File: src/rtl/core/lie_pkg.sv
// Shared types and constants for the line input editor.
// Depends on nothing; imported by the top level and the output register.
package lie_pkg;

  // Terminal control codes
  localparam logic [7:0] CHAR_BS  = 8'h08;
  localparam logic [7:0] CHAR_LF  = 8'h0A;
  localparam logic [7:0] CHAR_CR  = 8'h0D;
  localparam logic [7:0] CHAR_SP  = 8'h20;
  localparam logic [7:0] CHAR_DEL = 8'h7F;

  // Result kind carried on tuser
  localparam logic KIND_ECHO = 1'b0;
  localparam logic KIND_LINE = 1'b1;

  localparam int LEN_W = 5;

  // One result beat
  typedef struct packed {
    logic [7:0]       data;
    logic             kind;
    logic [LEN_W-1:0] len;
    logic             last;
  } out_beat_t;

endpackage

File: src/rtl/core/lie_line_ram.sv
// Line store: single-port-write, single-port-read memory, registered read data.
// Depends on nothing; used by line_input_editor.
module lie_line_ram #(
  parameter int DEPTH = 31,
  parameter int AW    = 5
) (
  input  logic          clk,
  input  logic          wr_en,
  input  logic [AW-1:0] wr_addr,
  input  logic [7:0]    wr_data,
  input  logic          rd_en,
  input  logic [AW-1:0] rd_addr,
  output logic [7:0]    rd_data
);

  logic [7:0] mem [DEPTH];
  logic [7:0] rd_data_r;

  // write port
  always_ff @(posedge clk) begin
    if (wr_en) begin
      mem[wr_addr] <= wr_data;
    end
  end

  // read port, data holds until the next read
  always_ff @(posedge clk) begin
    if (rd_en) begin
      rd_data_r <= mem[rd_addr];
    end
  end

  assign rd_data = rd_data_r;

endmodule

File: src/rtl/core/lie_out_reg.sv
// Output register for result beats, parting the sequencer from the receiver.
// Depends on lie_pkg; used by line_input_editor.
module lie_out_reg (
  input  logic               clk,
  input  logic               rst_n,
  input  logic               push_valid,
  input  lie_pkg::out_beat_t push_beat,
  output logic               push_ready,
  output logic               out_tvalid,
  input  logic               out_tready,
  output logic [15:0]        out_tdata,  // [7:0] out_byte, [12:8] line_length, [15:13] zero
  output logic               out_tuser,  // [0] out_kind
  output logic               out_tlast
);
  import lie_pkg::*;

  logic      valid_r;
  out_beat_t beat_r;

  assign push_ready = !valid_r || out_tready;

  // valid flag
  always_ff @(posedge clk) begin
    if (!rst_n) begin
      valid_r <= 1'b0;
    end else if (push_ready) begin
      valid_r <= push_valid;
    end
  end

  // payload
  always_ff @(posedge clk) begin
    if (push_ready && push_valid) begin
      beat_r <= push_beat;
    end
  end

  assign out_tvalid = valid_r;
  assign out_tdata  = {3'b000, beat_r.len, beat_r.data};
  assign out_tuser  = beat_r.kind;
  assign out_tlast  = beat_r.last;

endmodule

File: src/rtl/core/line_input_editor.sv
// Top level of the terminal line editor with backspace and echo.
// Depends on lie_pkg, lie_line_ram and lie_out_reg.
// Usage
//   in_*  : one received terminal byte per beat (in_tdata[7:0]).
//   out_* : result beats; tdata[7:0] byte, tdata[12:8] line length,
//           tuser kind (0 echo, 1 line content), tlast on the final beat
//           caused by one input byte.
//   An ordinary byte is stored and echoed while the store has room.
//   Backspace/delete removes one byte and echoes BS, space, BS.
//   CR/LF on a non-empty line echoes CR, LF, then sends the line.
// Timing
//   One byte at a time: in_tready is high only while the sequencer idles.
//   The first result beat is offered from the sequencer state and held in the
//   output register. Line bytes stream at one per cycle from the line store
//   read port while the receiver does not stall.
// Reset and stalls
//   Reset empties the line (fill count zero); store contents are left as is.
//   When the receiver stalls, the output register holds its beat and the
//   sequencer waits; no beat is lost.
module line_input_editor #(
  parameter int LINE_BYTES = 32
) (
  input  logic        clk,
  input  logic        rst_n,
  input  logic        in_tvalid,
  output logic        in_tready,
  input  logic [7:0]  in_tdata,   // [7:0] rx_byte
  output logic        out_tvalid,
  input  logic        out_tready,
  output logic [15:0] out_tdata,  // [7:0] out_byte, [12:8] line_length, [15:13] zero
  output logic        out_tuser,  // [0] out_kind
  output logic        out_tlast   // last
);
  import lie_pkg::*;

  localparam int DEPTH = LINE_BYTES - 1;
  localparam int CW    = $clog2(LINE_BYTES);
  localparam int AW    = (DEPTH > 1) ? $clog2(DEPTH) : 1;
  localparam logic [CW-1:0] CAP = CW'(DEPTH);

  typedef enum logic [2:0] {
    S_IDLE, S_CHAR, S_BS1, S_BS2, S_BS3, S_CR, S_LF, S_LINE
  } state_t;

  state_t        state_r;
  logic [CW-1:0] count_r;
  logic [CW-1:0] len_r;
  logic [CW-1:0] idx_r;
  logic [7:0]    char_r;

  logic          accept;
  logic          is_eol, is_bs;
  logic          push_valid, push_ready, push;
  out_beat_t     beat;
  logic          line_last;
  logic [CW-1:0] idx_inc;
  logic [5:0]    len_ext;
  logic          wr_en, rd_en;
  logic [AW-1:0] rd_addr;
  logic [7:0]    rd_data;

  assign in_tready = (state_r == S_IDLE);
  assign accept    = in_tvalid && in_tready;

  // input byte decode
  always_comb begin
    is_eol = 1'b0;
    is_bs  = 1'b0;
    unique case (in_tdata) inside
      CHAR_CR, CHAR_LF:  is_eol = 1'b1;
      CHAR_BS, CHAR_DEL: is_bs  = 1'b1;
      default: ;
    endcase
  end

  assign idx_inc   = idx_r + 1'b1;
  assign line_last = (idx_inc == len_r);
  assign len_ext   = 6'(len_r);

  // beat offered to the output register
  always_comb begin
    push_valid = 1'b1;
    beat.data  = char_r;
    beat.kind  = KIND_ECHO;
    beat.len   = '0;
    beat.last  = 1'b0;
    unique case (state_r)
      S_IDLE: push_valid = 1'b0;
      S_CHAR: beat.last = 1'b1;
      S_BS1:  beat.data = CHAR_BS;
      S_BS2:  beat.data = CHAR_SP;
      S_BS3: begin
        beat.data = CHAR_BS;
        beat.last = 1'b1;
      end
      S_CR:   beat.data = CHAR_CR;
      S_LF:   beat.data = CHAR_LF;
      S_LINE: begin
        beat.data = rd_data;
        beat.kind = KIND_LINE;
        beat.len  = len_ext[LEN_W-1:0];
        beat.last = line_last;
      end
      default: push_valid = 1'b0;
    endcase
  end

  assign push = push_valid && push_ready;

  // store ports: write ordinary bytes, prefetch entry 0 at line end,
  // then fetch the next entry as each line beat is taken
  assign wr_en   = accept && !is_eol && !is_bs && (count_r < CAP);
  assign rd_en   = (accept && is_eol && (count_r != '0)) ||
                   ((state_r == S_LINE) && push && !line_last);
  assign rd_addr = (state_r == S_LINE) ? idx_inc[AW-1:0] : '0;

  // sequencer
  always_ff @(posedge clk) begin
    if (!rst_n) begin
      state_r <= S_IDLE;
      count_r <= '0;
    end else begin
      unique case (state_r)
        S_IDLE: begin
          if (accept) begin
            char_r <= in_tdata;
            if (is_eol) begin
              if (count_r != '0) begin
                len_r   <= count_r;
                idx_r   <= '0;
                state_r <= S_CR;
              end
            end else if (is_bs) begin
              if (count_r != '0) begin
                count_r <= count_r - 1'b1;
                state_r <= S_BS1;
              end
            end else if (count_r < CAP) begin
              count_r <= count_r + 1'b1;
              state_r <= S_CHAR;
            end
          end
        end
        S_CHAR: if (push) state_r <= S_IDLE;
        S_BS1:  if (push) state_r <= S_BS2;
        S_BS2:  if (push) state_r <= S_BS3;
        S_BS3:  if (push) state_r <= S_IDLE;
        S_CR:   if (push) state_r <= S_LF;
        S_LF:   if (push) state_r <= S_LINE;
        S_LINE: begin
          if (push) begin
            if (line_last) begin
              count_r <= '0;
              state_r <= S_IDLE;
            end else begin
              idx_r <= idx_inc;
            end
          end
        end
        default: state_r <= S_IDLE;
      endcase
    end
  end

  lie_line_ram #(
    .DEPTH (DEPTH),
    .AW    (AW)
  ) u_ram (
    .clk     (clk),
    .wr_en   (wr_en),
    .wr_addr (count_r[AW-1:0]),
    .wr_data (in_tdata),
    .rd_en   (rd_en),
    .rd_addr (rd_addr),
    .rd_data (rd_data)
  );

  lie_out_reg u_out (
    .clk        (clk),
    .rst_n      (rst_n),
    .push_valid (push_valid),
    .push_beat  (beat),
    .push_ready (push_ready),
    .out_tvalid (out_tvalid),
    .out_tready (out_tready),
    .out_tdata  (out_tdata),
    .out_tuser  (out_tuser),
    .out_tlast  (out_tlast)
  );

endmodule

File: config.mk
export PLATFORM = sky130hd
export DESIGN_NAME = line_input_editor
export DESIGN_NICKNAME = d
export VERILOG_FILES = /design/src/rtl/core/lie_pkg.sv /design/src/rtl/core/lie_line_ram.sv /design/src/rtl/core/lie_out_reg.sv /design/src/rtl/core/line_input_editor.sv
export SDC_FILE = /design/constraint.sdc
export NUM_CORES = 1
export LEC_CHECK = 0
export BUFFER_PORTS_ARGS = -buffer_cell sky130_fd_sc_hd__buf_4
export CORE_MARGIN = 3
export CORE_UTILIZATION = 56
export DETAILED_ROUTE_END_ITERATION = 10
export PLACE_DENSITY = 0.83
export SLEW_MARGIN = 10
export SYNTH_ARGS = -nofsm -noshare
export SYNTH_HDL_FRONTEND = slang
export SYNTH_SLANG_ARGS = --single-unit
File: constraint.sdc
create_clock -name clk -period 2.4 [get_ports clk]
set_input_delay 0.24 -clock clk [delete_from_list [all_inputs] [get_ports clk]]
set_output_delay 0.24 -clock clk [all_outputs]
set_load 0.02 [all_outputs]
==> flow_summary.json <==
{
  "status": "complete, no violations",
  "dieWidth_um": 154.5,
  "post_synth_inst_count": 822,
  "tritoncts_num_sinks": 298,
  "first_global_vias": 7564,
  "cts_root_buf": "clkbuf_16",
  "synth_area_leaders": "edfxtp_1 (70%), nand2_1 (3.1%), mux4_2 (2.9%), mux2i_1 (2.6%), mux2_2 (2.3%)",
  "clock_path_buffers": 3,
  "netlist.top_cell.by_area": "edfxtp_1",
  "postSynthAreaPerCell_um2": 15.03,
  "hpwl_mm": 18.89,
  "pwr-share-seq_pct": 44.9,
  "numCtsBuffers": 29,
  "initial_core_util_pct": 57.86,
  "switchingPower_mw": 3.694,
  "dr_wl_met2_mm": 14.45,
  "layoutNonFillerInstCount": 1241,
  "post_route_cells_drive_above_1_share_pct": 26.40,
  "finalHoldViolCount": 0,
  "power_density_relative_to_cell_area_mw_per_mm2": 925.2,
  "postLayoutCoreUtil_pct": 69.78,
  "die_height_um": 154.5,
  "finalMaxSlewViolations": 0,
  "fraction_of_registers_with_async_set_reset_pct": 0,
  "cpPeakStageDelay_ps": 440,
  "drc": 0,
  "critical_path.cell_chain": "ha_2 > buf_6 > xor2_4 > buf_12 > clkbuf_16 > mux4_2 > mux2i_1 > a22o_1 > a211oi_1",
  "floorplan.die_area_mm2": 0.02388,
  "placeable_core_region_mm2": 0.02135,
  "tns_ps": 0,
  "worst_setup_path_start_kind": "flop",
  "layout-area-overhead-vs-synth_pct": 20.60,
  "vdd_drop_max_mv": 0.5735,
  "worst-slew-pin-transition_ps": 695.4,
  "number_of_enable_flip_flop_cells_after_synthesis": 289,
  "switching_share_pct": 26.79,
  "cts_tree": "yes",
  "wl_mm": 30.41,
  "port-buffer-count": 28,
  "grt_start_max_net_pins": 39,
  "crit_required_ps": 2690,
  "power_report.internal_total_mw": 10.09,
  "finalClockSkew_ps": 18.04,
  "row_count": 53,
  "dpl.cell_count": 1177,
  "wl_per_cell_um": 24.51,
  "layout_worst_path_cycle_share_pct": 98.87,
  "grt_first_pass_wirelength_mm": 45.77,
  "worst_hold_slack_ps": 81.74,
  "power.leakage_nw": 5.293,
  "wl_met1_mm": 11.70,
  "diodes": 0,
  "worstSetupPathType": "reg2reg",
  "topRoutingLayerUsed": "met4",
  "yosysWarnings": 0,
  "ys.flop_type": "edfxtp_1",
  "groute.usage.overall_pct": 24.92,
  "min_path_type": "in2reg",
  "drt-initial-drc-count": 1111,
  "clk_latency_worst_skew_pair_ps": 550,
  "gr-total-overflow": 0,
  "antenna_violating_nets_post_route": 0,
  "drt-pass1-iter-count": 6,
  "grt_setup_unrepaired": "true",
  "cts.clk_slew.worst_paths_ps": 70,
  "h-tree-depth": 1,
  "cpMaxStageDelayCell": "edfxtp_1",
  "nets": 960,
  "netlist.area_leader.share_pct": 70.24,
  "met3_length_mm": 3.115,
  "fmax_ghz": 0.4214,
  "number_of_antenna_violations_at_the_first_check_in_global_routing": 0,
  "yosys.cell_count.top_type": "edfxtp_1",
  "critical_path_arrival_ps": 2660,
  "avgViaCountPerCell": 6.386,
  "synth-seq-cells": 298,
  "via_count": 7925,
  "cap_viol_max_count": 0,
  "critPathCaptureType": "flop",
  "post_synth_most_frequent_cells": "edfxtp_1 (289), nand2_1 (102), nor2_1 (71)",
  "synth.yosys.seq_area_share_pct": 71.70,
  "setup_viol": 0,
  "timing.final.crit_period_ps": 2373,
  "pwr-share-clk_pct": 35.4,
  "relSlewSlack_pct": 53.64,
  "mappedNetlistArea_mm2": 0.01236,
  "power.share.combinational_pct": 19.7,
  "globalplace.congestion": 0.9829,
  "crit_path_max_fanout": 6,
  "synth_cell_types": 63,
  "boundary_pins": 32
}
[power by group through the flow]
| stage | registers, mW | clock network [mW] | logic [mW] |
|---|---|---|---|
| after global placement | 6.28 | 0 | 2.38 |
| final | 6.19 | 4.88 | 2.71 |
| after floorplan | 6.44 | 0 | 1.27 |
| after detailed placement | 6.30 | 0 | 2.44 |
| after CTS | 6.19 | 4.92 | 2.51 |
| after global routing | 6.21 | 5.13 | 2.87 |
[state kept, by name, summed over array words and instances (netlist names)]
signal,flops
char_r,8
count_r,5
idx_r,5
len_r,5
state_r,3
u_out.out_tdata,13
u_out.out_tlast,1
u_out.out_tuser,1
u_out.out_tvalid,1
u_ram.mem,248
u_ram.rd_data,8
[critical path, delay by kind of cell, from the launching register on]
kind	cells	cell delay (ps)
xor+xnor	1	190
flops	1	440
buf+inv	3	440
mux	2	580
fa+ha+maj	1	230
compound gates	2	230
[cells in the final DEF, fill, tap and decap left out, types with 16 or more instances in the layout]
cell type / instances
buf_4: 110
clkbuf_16: 31
edfxtp_1: 289
mux2_2: 25
mux2i_1: 27
mux4_2: 16
nand2_1: 101
nor2_1: 63
o21ai_0: 35
[cells by family after synthesis]
family,synth area share (%)
AOI/OAI and AO/OA,8.304
xor gates and xnor gates,1.296
adders and majority gates,0.5671
buffers and inverters,1.904
DFF,71.70
muxes,7.787
other,0.03035
and+or+nand+nor,8.415
[final timing paths]
kind                                          start                            end  slack (ps)  cells after the start
worst max-delay path             idx_r[0]$_DFFE_PP_     u_ram.rd_data[3]$_DFFE_PP_          30                      9
worst min-delay path                     out_tready  u_out.out_tvalid$_SDFFE_PN0N_          80                      3
worst max register to register   idx_r[0]$_DFFE_PP_     u_ram.rd_data[3]$_DFFE_PP_          30                      9
worst min register to register  char_r[1]$_DFFE_PP_   u_out.out_tdata[1]$_DFFE_PP_         540                      2
[layer usage]
| layer | GRT usage, % | vias up |
|---|---|---|
| li1 | - | 3431 |
| met1 | 35.81 | 3904 |
| met2 | 39.62 | 513 |
| met3 | 3.749 | 77 |
| met4 | 8.621 | 0 |
| met5 | 0 | - |
[layout make-up]
class / instances / area [um^2]
multi-input cells: 473 / 3445
repair buffers: 131 / 1170
clock inverters: 24 / 312.8
clock buffers: 30 / 729.5
well taps: 275 / 344.1
inverters: 10 / 41.29
fillers: 1302 / 6452
flip-flops and latches: 298 / 8859
[what timing repair did]
item                                    CTS  global route
gates resized for setup                  11            29
hold buffers                              1             1
pin swaps                                 0             2
endpoints found under the setup margin    8            50
gates cloned                              0             3
endpoints found under the hold margin     3             2
setup buffers                             1             4
[stage by stage]
stage | area, um^2 | power [mW] | setup slack [ps]
global placement | 13540 | 8.656 | -131.3
global route | 14900 | 14.21 | -42.37
detailed placement | 13540 | 8.734 | -185.3
floorplan | 12380 | 7.715 | -90.72
CTS | 14650 | 13.62 | -15.04
finish | 14900 | 13.79 | 27.12
Note: power is estimated with default switching activity, not from simulation.
